## config.mk

```make
export PLATFORM = sky130hd
export DESIGN_NAME = sav_stage_ctrl
export DESIGN_NICKNAME = d
export VERILOG_FILES = /design/src/sv/sav_pkg.sv /design/src/sv/sav_stage_ctrl.sv
export SDC_FILE = /design/constraint.sdc
export NUM_CORES = 1
export LEC_CHECK = 0
export ABC_AREA = 0
export BUFFER_PORTS_ARGS = -buffer_cell sky130_fd_sc_hd__buf_2
export CAP_MARGIN = 20
export CORE_AREA = 2 2 39 41
export DETAILED_ROUTE_END_ITERATION = 16
export DIE_AREA = 0 0 41 43
export HOLD_SLACK_MARGIN = 0.12
export SYNTH_ARGS = -nofsm -noshare
export SYNTH_HDL_FRONTEND = slang
export SYNTH_SLANG_ARGS = --single-unit
```

## constraint.sdc

```tcl
create_clock -name clk_i -period 1.9 [get_ports clk_i]
set_input_delay 0.38 -clock clk_i [delete_from_list [all_inputs] [get_ports clk_i]]
set_output_delay 0.38 -clock clk_i [all_outputs]
set_load 0.01 [all_outputs]
```

## src/sv/sav_pkg.sv

```systemverilog
// Shared types and constants for the scaled affine vertex skinning block.
// Used by the stage control, the dot product and scale stages, and the top level.
package sav_pkg;

  localparam int WORD_BITS_DEF = 32;
  localparam int FRAC_BITS_DEF = 16;

  // Widths of the external fields and of the configuration port.
  localparam int FIELD_W      = 32;
  localparam int CFG_NUM_REGS = 6;
  localparam int CFG_IDX_W    = 3;
  localparam int CFG_DATA_W   = 64;
  localparam int NUM_ROWS     = 3;

  // Pipeline stages, in order of travel.
  localparam int NUM_STAGES = 5;
  localparam int STG_MUL    = 0;  // matrix element times vector component
  localparam int STG_SUM    = 1;  // row sum, truncated
  localparam int STG_WMUL   = 2;  // partial products with the weight
  localparam int STG_ACC    = 3;  // weighted product assembled
  localparam int STG_OUT    = 4;  // addend, clamp, output register

  // Identity matrix with zero translation.
  localparam logic [CFG_DATA_W-1:0] CFG_RESET [CFG_NUM_REGS] = '{
    64'h0001_0000_0000_0000,
    64'h0000_0000_0000_0000,
    64'h0000_0000_0001_0000,
    64'h0000_0000_0000_0000,
    64'h0000_0000_0000_0000,
    64'h0001_0000_0000_0000
  };

  typedef struct packed {
    logic [NUM_STAGES-1:0] load;
  } sav_stage_ctrl_t;

endpackage

```

## src/sv/sav_stage_ctrl.sv

```systemverilog
// Valid bits and per-stage load enables of the five-stage pipeline.
// Depends on sav_pkg for the stage count and the control struct.
module sav_stage_ctrl import sav_pkg::*; (
  input  logic            clk_i,
  input  logic            rst_ni,
  input  logic            in_valid_i,
  output logic            in_ready_o,
  output logic            out_valid_o,
  input  logic            out_ready_i,
  output sav_stage_ctrl_t ctrl_o
);

  logic [NUM_STAGES-1:0] valid_q, valid_d;
  logic [NUM_STAGES-1:0] load;

  // A stage may load when it is empty or its item moves on, so bubbles close up.
  always_comb begin
    load[NUM_STAGES-1] = !valid_q[NUM_STAGES-1] || out_ready_i;
    for (int k = NUM_STAGES - 2; k >= 0; k--) begin
      load[k] = !valid_q[k] || load[k+1];
    end
  end

  always_comb begin
    valid_d = valid_q;
    if (load[0]) begin
      valid_d[0] = in_valid_i;
    end
    for (int k = 1; k < NUM_STAGES; k++) begin
      if (load[k]) begin
        valid_d[k] = valid_q[k-1];
      end
    end
  end

  always_ff @(posedge clk_i or negedge rst_ni) begin
    if (!rst_ni) begin
      valid_q <= '0;
    end else begin
      valid_q <= valid_d;
    end
  end

  assign in_ready_o  = load[0];
  assign out_valid_o = valid_q[NUM_STAGES-1];
  assign ctrl_o.load = load;

`ifndef SYNTHESIS
  a_occupancy: assert property (@(posedge clk_i) disable iff (!rst_ni)
    1'b1 |=> $countones(valid_q) == $countones($past(valid_q))
             + int'($past(in_valid_i && in_ready_o))
             - int'($past(out_valid_o && out_ready_i)))
    else $error("pipeline occupancy does not match accepted and delivered requests");

  a_ready_on_bubble: assert property (@(posedge clk_i) disable iff (!rst_ni)
    !(&valid_q) |-> in_ready_o)
    else $error("input held off although a stage is empty");

  a_full_stall: assert property (@(posedge clk_i) disable iff (!rst_ni)
    ((&valid_q) && !out_ready_i) |-> !in_ready_o)
    else $error("input accepted while the full pipeline is stalled");
`endif

endmodule

```

### After elaboration in Yosys (flattened, before gate mapping)

Index checks and enable logic that the tools add are counted.

| storage, ports and cells | value |
|---|---|
| word-level logic and storage cells | 15 |
| register bits | 5 |

| cells by class | value |
|---|---|
| reduce and logical (&&, ||, !) cells | 10 |

Operators with widths:

| operator | number |
|---|---|
| 1-bit zero test | 5 |
| 1-bit logical OR | 5 |

### Depth between registers and ports, before layout

Gate-level depths: netlist of the first run.

| depth | value |
|---|---|
| depth in word-level cells | 6 |
| depth in mapped cells | 4 |
| gate-level depth less buffers | 2 |

### Worst setup path before layout of the first run

No wires, ideal clock.

| timing | value |
|---|---|
| path type | input to output |
| start | input out_ready_i |
| end | output ctrl_o[0] (netlist bit) |
| buffers on the path | 2 |
| setup slack | 483 ps |
| cell stages on the path | 4 |
| arrival time | 1037 ps |
| cells stage by stage | and4b_1 buf_6 nand3_1 buf_4 |

| between the ends | value |
|---|---|
| longest elaborated chain between the ends | 5 |

RTL lines:

| item | line | source |
|---|---|---|
| start: declaration | sav_stage_ctrl.sv:9 | `input logic out_ready_i,` |
| 1-bit logical OR | sav_stage_ctrl.sv:18 | `load[NUM_STAGES-1] = !valid_q[NUM_STAGES-1] \|\| out_ready_i;` |
| 1-bit logical OR (4 in a row) | sav_stage_ctrl.sv:20 | `load[k] = !valid_q[k] \|\| load[k+1];` |
| end: declaration | sav_stage_ctrl.sv:10 | `output sav_stage_ctrl_t ctrl_o` |

No other way between the ends.

### Worst setup path in the final report of the first run

| timing | value |
|---|---|
| start | register valid_q[4] |
| end | output in_ready_o |

| between the ends | value |
|---|---|
| longest elaborated chain between the ends | 6 |

RTL lines:

| item | line | source |
|---|---|---|
| start: declaration | sav_stage_ctrl.sv:13 | `logic [NUM_STAGES-1:0] valid_q, valid_d;` |
| start signal: assignment | sav_stage_ctrl.sv:40 | `valid_q <= valid_d;` |
| 1-bit zero test | sav_stage_ctrl.sv:18 |  |
| 1-bit logical OR | sav_stage_ctrl.sv:18 |  |
| 1-bit logical OR (4 in a row) | sav_stage_ctrl.sv:20 |  |
| end: declaration | sav_stage_ctrl.sv:7 | `output logic in_ready_o,` |

No other way between the ends.

==> results of run 1 <==
stage by stage:
| stage | instance area (um2) | hold WS (ps) | total power, uW | util, % |
|---|---|---|---|---|
| 2_1_floorplan | 215.2 | 84.41 | 166.0 | - |
| 3_3_place_gp | 266.5 | 197.4 | 180.9 | 19.26 |
| 3_5_place_dp | 266.5 | 200.5 | 181.7 | 19.26 |
| 4_1_cts | 302.8 | 338.3 | 307.9 | 21.88 |
| 5_1_grt | 302.8 | 348.2 | 318.5 | 21.88 |
| 6_report | 302.8 | 341.4 | 298.9 | 21.88 |
cell families after synthesis:
group / synth area share, %
AOI/OAI and AO/OA: 7.560
buffers and inverters: 10.46
DFF: 58.14
and+or+nand+nor: 23.84
cell type report:
cell class / count / area [um2]
fill: 161 / 1081
sequential: 5 / 125.1
multi-input combinational: 10 / 67.56
timing repair buffer: 11 / 60.06
clock buffer: 4 / 26.28
tap: 16 / 20.02
inverter: 1 / 3.754
report_power, final:
part / internal, uW / switching (uW)
clock: 79.1 / 39.5
sequential: 119 / 8.47
combinational: 25.6 / 26.9
placed cells by master (no fill, tap or decap), drive strengths merged:
cell         instances
nand3b               1
nand2                1
or2                  1
clkbuf               4
dfrtp                5
and4b                1
nand2b               3
buf                 10
dlygate4sd3          1
a31o                 1
nand3                1
a21o                 1
inv                  1
worst reg2reg max path, stage by stage, from the launching register on:
cell and delay (ps):
sky130_fd_sc_hd__dfrtp_1 380, sky130_fd_sc_hd__and4b_1 260, sky130_fd_sc_hd__or2_1 230
worst max path at each step:
stage                  to  slack [ps]  cells after the start
2_1_floorplan   ctrl_o[0]         480                      4
3_3_place_gp   in_ready_o         420                      4
3_5_place_dp   in_ready_o         400                      4
4_1_cts        in_ready_o         300                      3
5_1_grt         ctrl_o[0]         250                      3
6_report       in_ready_o         330                      3
routing by layer:
metal	share of wire, %	vias to the layer above	global-route usage [%]	routed length (um)
met3	6.9	2	3.141	27
li1	-	85	-	-
met1	36	79	4.934	139
met4	1.8	0	8.000	7
met5	0	-	0	0
met2	55	4	7.813	214
repair_timing:
item,in CTS,in global routing
endpoints found under the hold margin,5,0
hold buffers,1,0
gates resized for setup,0,0
==> results.md, run 1 <==
- Port buffering added 10 buffers.
- The worst setup path is captured at a primary output.
- The analysis attributes to cell leakage a power of roughly 0.00013 uW.
- The most frequently used cell type in the post-synthesis netlist is sky130_fd_sc_hd__dfrtp_1.
- The number of flip-flops in the largest register is 5.
- The net count of the finished layout is 36.
- After synthesis, the mean cell area works out to 11.96 um2.
- Setup total negative slack on the finished layout was measured at 0 ps.
- The share of Yosys cell area claimed by the top area cell type is approximately three fifths.
- The prevailing post-synth register cell is sky130_fd_sc_hd__dfrtp_1.
- VDD sags by at most between 0.2 and 0.25 mV.
- The setup slack of the critical path after layout is 327.8 ps.
- For this run, the detailed router's first-pass iteration total came to 2.
- Using the TritonRoute via totals, the vias-per-cell ratio works out to roughly 3.6.
- The routed design has ~390 um of wire.
- The CTS tree is done.
- The total core area is 0.001384 mm2.
- TritonCTS created 3 clock buffers.
- The global-route congestion overflow total is 0.
- The synthesized netlist net count is 22.
- The clock latency at the later pin of the worst-skew pair is 240 ps.
- The combined global-route utilization of all metal layers is around 6%.
- Of all flip-flops after synthesis, the portion carrying an async set or reset was 100.0%.
- After synthesis, the cell types taking the most area are sky130_fd_sc_hd__dfrtp_1, sky130_fd_sc_hd__nand2b_1, sky130_fd_sc_hd__buf_6, sky130_fd_sc_hd__and4b_1, sky130_fd_sc_hd__a31o_1.
- The cell depth of the worst hold path is 2.
- In the synthesized netlist, the cells that appear most often are sky130_fd_sc_hd__dfrtp_1, sky130_fd_sc_hd__nand2b_1.
- The time the worst path needs with I/O delays and setup is 1572 ps.
- The horizontal die dimension is between 40 and 50 um.
- In this run, placement finished with an instance count of 42.
- Together, buffers and inverters on the worst path number 1.
- The y dimension of the die is about 43 um.
- The kind of cell adding the most delay to the critical path is simple AND/OR/NAND/NOR gates.
- The slew at the pin closest to its max-slew limit is approximately 190 ps.
- The headroom to the max-slew limit is 87.60%.
- The count of flip-flops with a built-in enable after synthesis is 0.
- The final number of setup-violating endpoints is 0.
- The sequential cell area fraction in the yosys report is about 58%.
- Synthesis produced 18 cells.
- The number of global-route vias before repair is about 170.
- The count of yosys warnings during synthesis is 0.
- The first global-routing pass estimated roughly 600 um of wire.
- Setup repair after global routing left no endpoint under its margin.
- The final setup skew is slightly below 0.5 ps.
- The slowest stage of the critical path is the sky130_fd_sc_hd__dfrtp_1 cell.
- The number of cell rows is 14.
- At the end of routability-driven placement, the weighted congestion stood at 0.5660.
- The DRC violation total after the first TritonRoute iteration is 1.
- The critical path is of the reg -> out type.
- The initial utilization of the core area, before any placement, comes to between 10% and 20%.
- The total count of max-transition violations in the final report is 0.
- The sink count of the clock tree is 5.
- The flip-flop and latch count after synthesis is 5.
- For this run, the slowest stage of the critical path takes 370 ps.
- The power per cell area is ~1000 mW/mm2.
- The hold violation count in the final report was 0.
- STA puts the critical path data required time at 1520 ps.
- Max-cap violations in this run came to 0.
- 0 antenna diodes ended up in the layout.
- The critical path launch point type is a flip-flop.
- After synthesis, the netlist uses 12 different library cells.
- In this run the critical register-to-register path is captured at valid_q[2]$_DFFE_PN0P_.
- The synthesis-to-finish area growth is 40.70%.
- The routed via count is 170.
- The total number of H-tree levels is 1.
- For hold timing, the worst endpoint is valid_q[0]$_DFFE_PN0P_.
- The launching point of the worst reg2reg path is valid_q[3]$_DFFE_PN0P_.
- The critical path goes through and4b_1 > nand3_1 > buf_2.
- The data arrival time of the critical path is 1190 ps.
- The synthesized design spends more area on one cell type than any other, namely sky130_fd_sc_hd__dfrtp_1.
- Entering global routing, the biggest net connects 7 pins.
- The hold path startpoint is in_valid_i.
- The largest registers in the layout are valid_q x5.
- The cell at the root of the clock tree is sky130_fd_sc_hd__clkbuf_4.
- The number of buffers on the longest clock path is 2.
- The post-route fraction of the period consumed by the critical path is 82.75%.
- The count of cells in the finished layout, fillers not included, comes to 47.
- The maximum clock frequency is around 640 MHz.
- The maximum fanout count along the critical path is 6.
- The launching instance or port of the critical path is valid_q[4]$_DFFE_PN0P_.
- The number of antenna violations at the first check in global routing was 0.
- Measured in cells, the most critical reg-to-reg path has a length of 2.
- The die footprint is about 0.0018 mm2.
- The I/O pin total is 11.
- The post-CTS clock slew at the launch and capture registers of the worst setup and hold paths is 40 ps.
- For flop-to-flop paths, the worst setup slack is 910 ps.
- The mean routed wirelength per cell is 8.277 um.
- The total setup buffers inserted after CTS is 0.
- The worst setup timing slack at the placement stage is roughly 400 ps.
- The cell area after synthesis is 215.2 um2.
- The run finished with clean final reports.
- Cells with a size suffix above 1 make up around two fifths of the layout.
- For this run, design rule violations remaining after detail routing come to 0.
- The count of antenna-violating nets left after detailed routing is 0.
- The most flop-heavy register is valid_q.
- The worst min-delay path class is in -> reg.
No activity file was read; power rests on OpenSTA's default activity.
==> inputs of run 2 (changes only) <==
- ABC_AREA: 0 -> 1
- clock period: 1.9 -> 1.4 ns (I/O delays scaled with it)
==> results.md, run 2 <==
- The flow ran to the end, and the final reports show no timing, DRC or antenna violations.
- After floorplanning, the core was sized to cover about 0.0014 mm2.
- The largest net degree at the start of global routing is 6.
- The I/O pin total is 11.
- Dividing the detail-routed via count by the number of cells gives roughly 3.4.
- The kind of cell with the highest combined delay along the critical path is flip-flops.
- The share of Yosys cell area claimed by the top area cell type is around three fifths.
- The DRC violation total after the first TritonRoute iteration is 3.
- Across the VDD grid, the largest voltage drop is between 0.3 and 0.4 mV.
- The first global-routing pass estimated between 700 and 800 um of wire.
- In the layout the commonest cells are sky130_fd_sc_hd__buf_2, sky130_fd_sc_hd__inv_1, sky130_fd_sc_hd__nand2_1.
- The placed instances occupy a cell area of 277.8 um2.
- Setup repair after global routing could not meet its margin everywhere.
- The combined global-route utilization of all metal layers is under 10%.
- The headroom to the max-slew limit is approximately nine tenths.
- The share of flip-flops with an asynchronous set or reset is 100.0%.
- In this run, synthesis inferred 0 flip-flops with an integrated enable.
- With fillers left out, the area of the finished cells amounts to approximately 340 um2.
- The net count of the finished layout is 45.
- In the final routed layout, each cell accounts on average for a little under 8 um.
- The detailed router placed 192 vias in this run.
- The cell count after synthesis came out at 22.
- In this run the static leakage power is approximately 0.00018 uW.
- Data arrives at the worst endpoint at around 1100 ps.
- The die footprint is roughly 0.0018 mm2.
- The most flop-heavy register is valid_q.
- The mean instance size in the synthesized netlist is 9.782 um2.
- The number of buffers on the longest clock path is 2.
- Yosys mapped the design onto 7 distinct sky130hd cell types.
- The quantity of I/O buffers inserted on ports is 10.
- The critical path goes through nand3_2 > nor2_4 > nand3_2 > buf_2.
- At the worst endpoint, the required time is 1120 ps.
- The number of buffers and inverters on the critical path is 1.
- From synthesis to final layout, the design area changed by 59.88%.
- The critical path launch point type is a flip-flop.
- The sum of negative setup slack is 0 ps.
- Setup violations remaining at the end of the flow were counted as 0.
- The library cell contributing the largest single delay on the critical path is sky130_fd_sc_hd__dfrtp_1.
- In this run the horizontal extent of the chip is between 40 and 50 um.
- The number of max-cap violations is 0.
- The critical path is of the reg -> out type.
- The hold violation count in the final report is 0.
- In the final layout, the share of cells above drive strength 1 is 50.00%.
- Dividing total power by cell area gives a power density of roughly 1300 mW/mm2.
- The total count of max-transition violations in the final report is 0.
- The cell area that synthesis handed to floorplanning was ~220 um2.
- The placed wire-length estimate after detailed placement is 300.9 um.
- The clock buffer count from CTS is 3.
- The cell at the root of the clock tree is sky130_fd_sc_hd__clkbuf_4.
- After detailed placement, the design holds a cell count of 47.
- CTS built an H-tree with a depth of 1.
- The die is between 40 and 50 um tall.
- The sink count of the clock tree is 5.
- Wires add up to approximately 430 um.
- The prevailing post-synth register cell is sky130_fd_sc_hd__dfrtp_1.
- The launching instance or port of the critical path is valid_q[4]$_DFFE_PN0P_.
- Global routing finished with a remaining overflow of 0.
- The synthesized netlist net count is 26.
- The clock latency at the later pin of the worst-skew pair is about 240 ps.
- The hold path startpoint is in_valid_i.
- Total power for the finished layout comes to about 440 uW.
- The register with the most flip-flops in the layout has 5 of them.
- Of all nets on the critical path, the largest fanout is 4.
- After detailed routing, the number of remaining DRC violations is 0.
- sky130_fd_sc_hd__dfrtp_1 takes more of the synthesized area than any other cell.
- Counting instances in the post-synthesis netlist gives the leading cell types as sky130_fd_sc_hd__inv_1, sky130_fd_sc_hd__nand2_1, sky130_fd_sc_hd__dfrtp_1.
- The CTS tree is done.
- Based on the critical path, the design can be clocked at up to ~740 MHz.
- After clock tree synthesis, the clock-pin slew on the worst setup and hold paths is roughly 50 ps.
- The final setup skew is approximately 4.6 ps.
- The startpoint identified for the worst register-to-register timing path is valid_q[4]$_DFFE_PN0P_.
- During synthesis, Yosys emitted a total of 0 warnings.
- The worst path needs about 1400 ps of the cycle, external delays included.
- The slew at the pin closest to its max-slew limit is about 120 ps.
- The post-route fraction of the period consumed by the critical path is between 90% and 100%.
- Counting flops and latches in the post-synthesis netlist gives 5.
- The highest cell delay on the worst timing path is 350 ps.
- The worst min-delay path class is in -> reg.
- The number of standard cells in the final layout excluding fillers is 56.
- The count of antenna diodes in the layout is 0.
- The detail route stage leaves a number of antenna-violating nets equal to 0.
- The capturing element type of the critical path is a primary output.
- The number of antenna violations at the first check in global routing came to 0.
- The most common library cell in the layout ignoring fill and taps is sky130_fd_sc_hd__buf_2.
- The largest registers in the layout are valid_q x5.
- After clock tree synthesis, the repair step resized 0 gates.
- The pre-antenna-repair detailed-routing pass consisted of 2 iterations.
- By area the synthesized netlist is led by sky130_fd_sc_hd__dfrtp_1, sky130_fd_sc_hd__inv_1, sky130_fd_sc_hd__nand2_1, sky130_fd_sc_hd__nand3_2, sky130_fd_sc_hd__nor2_4.
- Sequential elements use between 50% and 60% of the synthesized area.
- The floorplan has 14 rows.
- The number of global-route vias before repair is 180.
- The most numerous cell type found on the critical path is sky130_fd_sc_hd__nand3_2.
- The final estimated routing congestion in global placement is 0.5268.
- The effective utilization at floorplan is between 10% and 20%.
run 2: cell count changes in the layout (fill, tap and decap cells not counted), sizes merged:
| cell | before | now |
|---|---|---|
| a21o | 1 | 0 |
| a31o | 1 | 0 |
| and4b | 1 | 0 |
| buf | 10 | 14 |
| inv | 1 | 6 |
| nand2 | 1 | 6 |
| nand2b | 3 | 0 |
| nand3 | 1 | 2 |
| nand3b | 1 | 0 |
| nor2 | 0 | 1 |
run 2: timing repair:
item / 4_1_cts / 5_1_grt
buffers inserted: 2 / 2
hold buffers: 1 / 0
endpoints found under the hold margin: 5 / 0
pin swaps: 2 / 1
setup endpoints to repair: 2 / 3
cloned: 0 / 0
run 2: per-layer routing:
layer / vias to the layer above / wire length, um / GRT usage [%]
met5: - / 0 / 0
met4: 0 / 0 / 4.000
met3: 0 / 45 / 6.283
met2: 10 / 195 / 8.125
met1: 84 / 190 / 7.166
li1: 98 / - / -
run 2: path summary, 6_finish.rpt:
check	cells past startpoint	end	slack, ps
max in group asynchronous	2	valid_q[1]$_DFFE_PN0P_	880
setup reg to reg	4	valid_q[4]$_DFFE_PN0P_	540
setup / recovery	4	in_ready_o	50
min in group asynchronous	2	valid_q[4]$_DFFE_PN0P_	390
hold reg to reg	2	valid_q[3]$_DFFE_PN0P_	470
hold / removal	3	valid_q[0]$_DFFE_PN0P_	220
run 2: cell type report:
type | count | area, um2
clock buffer | 4 | 26.28
fill | 161 | 1040
inverter | 6 | 22.52
sequential | 5 | 125.1
multi-input combinational | 10 | 60.06
timing repair buffer | 15 | 90.09
tap | 16 | 20.02
run 2: worst min-delay path, stage by stage:
cell                      delay [ps]
sky130_fd_sc_hd__buf_2            70
sky130_fd_sc_hd__inv_1            30
sky130_fd_sc_hd__nand2_1          50
run 2: metrics by stage:
step                      hold slack, ps  util, %  setup WS, ps
after floorplan                   -15.59        -         148.8
final                              220.4    24.86         46.61
after detailed placement           106.2    20.07         187.5
after CTS                          209.0    23.78        -2.540
after global placement             99.99    20.07         193.1
after global routing               229.4    24.86        -31.99
run 2: kinds of logic after synthesis:
family	Yosys count	share of synthesized area [%]
simple gates	10	27.91
flops	5	58.14
buf+inv	7	13.95
run 2: power breakdown:
group	total [uW]	switching [uW]	internal, uW
clock	167	58.9	108
combinational	101	52.0	49.0
sequential	172	10.1	162
==> inputs of run 3 (changes only) <==
- REMOVE_ABC_BUFFERS: default -> 1
- SETUP_SLACK_MARGIN: default -> 0.15
==> results.md, run 3 (same netlist as run 2, synthesis figures left out) <==
- The most flop-heavy register is valid_q.
- Measured along the y axis, the die boundary spans 43 um.
- The I/O pin total is 11.
- The power per cell area is between 1000 and 1500 mW/mm2.
- The number of antenna violations at the first check in global routing is 0.
- The longest clock path from root to sink contains 2 buffers.
- The root buffer cell chosen for the clock tree is sky130_fd_sc_hd__clkbuf_4.
- The worst min-delay path class is in -> reg.
- The worst-case vdd ir drop is roughly 0.46 mV.
- The total count of max-transition violations in the final report is 0.
- The number of antenna diodes in the final layout is 0.
- Sequential cells account for between 30% and 40% of the total power.
- The largest net degree at the start of global routing is 6.
- The critical path in this run is classified as reg -> out.
- Of the total power, the share spent switching nets is a little over a quarter.
- The first global-routing pass estimated just under 700 um of wire.
- STA puts the critical path data required time at between 1000 and 1500 ps.
- In this run the worst setup path terminates at ctrl_o[0].
- TritonCTS built the clock tree.
- Summed over all layers, the global routing overflow is 0.
- The most common library cell in the layout ignoring fill and taps is sky130_fd_sc_hd__buf_2.
- For this design the total switching power over the nets is ~120 uW.
- The maximum fanout count along the critical path is 4.
- After detailed routing, the number of vias per cell comes to between 3 and 4.
- The count of antenna-violating nets left after detailed routing is 0.
- The layout has roughly 150 filler cells.
- The leakage power of the design is 0.0001926 uW.
- For this block, the routed nets add up to roughly 430 um of wire.
- Across the run, the number of max-cap violations was 0.
- The launching instance or port of the critical path is valid_q[4]$_DFFE_PN0P_.
- The worst pin sits at a relative slew slack of 92.49%.
- The hold violation count in the final report is 0.
- Gates resized during post-CTS repair numbered 0.
- On the final layout, the worst clock skew is 2.417 ps.
- The number of global-route vias before repair came to 170.
- The combinational cell fraction of total power is between 20% and 30%.
- The worst setup path is launched from a flip-flop.
- The sink count of the clock tree is 5.
- The post-CTS clock slew at the launch and capture registers of the worst setup and hold paths is 40 ps.
- For this run, design rule violations remaining after detail routing come to 0.
- Leaving out fill and tap cells, the most frequent cells in the layout are sky130_fd_sc_hd__buf_2, sky130_fd_sc_hd__inv_1, sky130_fd_sc_hd__nand2_1, sky130_fd_sc_hd__buf_4, sky130_fd_sc_hd__dfrtp_1.
- The DRC violation total after the first TritonRoute iteration is 2.
- In this run, the clock network consumes a little under two fifths of the power.
- The pre-antenna-repair detailed-routing pass consisted of 4 iterations.
- The post-route fraction of the period consumed by the critical path is between 90% and 100%.
- The reg-to-reg endpoint is valid_q[1]$_DFFE_PN0P_.
- The final estimated routing congestion in global placement is around 0.63.
- The worst-case reg-to-reg path depth is 8.
- Based on the critical path, the design can be clocked at up to 734.8 MHz.
- The cell total after placement is 47.
- The total core area is 0.001384 mm2.
- In the final design database the tool counted 47 nets.
- The time the worst path needs with I/O delays and setup is 1361 ps.
- The run finished with clean final reports.
- Leaving out filler cells and counting taps, the final layout contains a little under 60.
- The number of flip-flops in the largest register is 5.
- The combined global-route utilization of all metal layers is around 6.4%.
- The horizontal die dimension is approximately 41 um.
- Setup slack on the worst reg-to-reg path comes out at approximately 140 ps.
- The slew at the pin closest to its max-slew limit is 112.3 ps.
- The mean routed wirelength per cell is 7.379 um.
- The clock latency at the later pin of the worst-skew pair is around 240 ps.
- The capturing element type of the critical path is a primary output.
- CTS built an H-tree with a depth of 1.
- In the final layout, the registers with the most flip-flops are valid_q x5.
- The share of cells above drive strength 1 is between 50 and 60%.
- The initial utilization of the core area, before any placement, comes to about 16%.
- The clock buffer count from CTS is 3.
- In this run the critical register-to-register path is launched from valid_q[4]$_DFFE_PN0P_.
- Setup repair after global routing could not meet its margin everywhere.
- The number of cell rows is 14.
- Compared with the post-synthesis result, the final layout area differs by 66.86%.
- The routed via count is about 190.
- The internal power summed over all cells is around 330 uW.
- The sum of negative setup slack is 0 ps.
- The quantity of I/O buffers inserted on ports is 10.
- For the worst setup path, the data arrival time is about 1100 ps.
- The die footprint is approximately 0.0018 mm2.
- The final number of setup-violating endpoints is 0.
- The placed wire-length estimate after detailed placement is 281.1 um.
## run 3: cell count changes in the layout (fill, tap and decap cells not counted), sizes merged
cell	delta
buf	+2
## run 3: worst min-delay path by stage
stage	startpoint	to	slack [ps]	cells past startpoint
after floorplan	rst_ni	valid_q[0]$_DFFE_PN0P_	-20	0
after global placement	rst_ni	valid_q[1]$_DFFE_PN0P_	100	1
after detailed placement	rst_ni	valid_q[0]$_DFFE_PN0P_	100	1
after CTS	in_valid_i	valid_q[0]$_DFFE_PN0P_	220	3
after global routing	in_valid_i	valid_q[0]$_DFFE_PN0P_	230	3
final	in_valid_i	valid_q[0]$_DFFE_PN0P_	220	3
## run 3: routing by layer
| layer | share of wire, % | vias up | global-route usage [%] | routed length (um) |
|---|---|---|---|---|
| met3 | 14 | 0 | 6.283 | 61 |
| met4 | 0 | 0 | 4.000 | 0 |
| met5 | 0 | - | 0 | 0 |
| met1 | 44 | 75 | 6.557 | 187 |
| met2 | 42 | 12 | 7.813 | 179 |
| li1 | - | 102 | - | - |
## run 3: metrics by stage
stage,total power [uW],util (%),setup slack (ps),hold WS [ps],instance area [um2]
floorplan,222.9,-,282.9,-15.59,207.7
global placement,256.7,20.07,208.2,102.9,277.8
detailed placement,256.3,20.07,200.7,101.3,277.8
CTS,452.4,24.86,10.68,217.2,344.1
global route,481.2,25.95,-35.94,227.2,359.1
finish,451.2,25.95,39.13,223.6,359.1
## run 3: critical path: stages, from the launching register on
cell	delay [ps]
sky130_fd_sc_hd__dfrtp_1	360
sky130_fd_sc_hd__nand3_2	110
sky130_fd_sc_hd__nor2_4	130
sky130_fd_sc_hd__nand3_2	80
sky130_fd_sc_hd__buf_2	150
## run 3: area by class of cell
class	instances	area [um2]	area share, %
clock buffers	4	26.28	7.317
inverters	6	22.52	6.272
multi-input cells	10	60.06	16.72
flip-flops and latches	5	125.1	34.84
well taps	16	20.02	5.575
repair buffers	17	105.1	29.27
## run 3: power groups by stage
stage               Combinational, uW  Clock, uW  Sequential (uW)
CTS                               104        175              173
finish                            112        166              173
global route                      125        181              175
global placement                 82.0          0              175
detailed placement               81.5          0              175
floorplan                        48.4          0              175
## run 3: repair_timing
item                                   CTS  global route
hold buffers                             1             0
pin swaps                                0             1
endpoints found under the hold margin    5             0
setup endpoints to repair                4             5
buffers inserted                         4             2
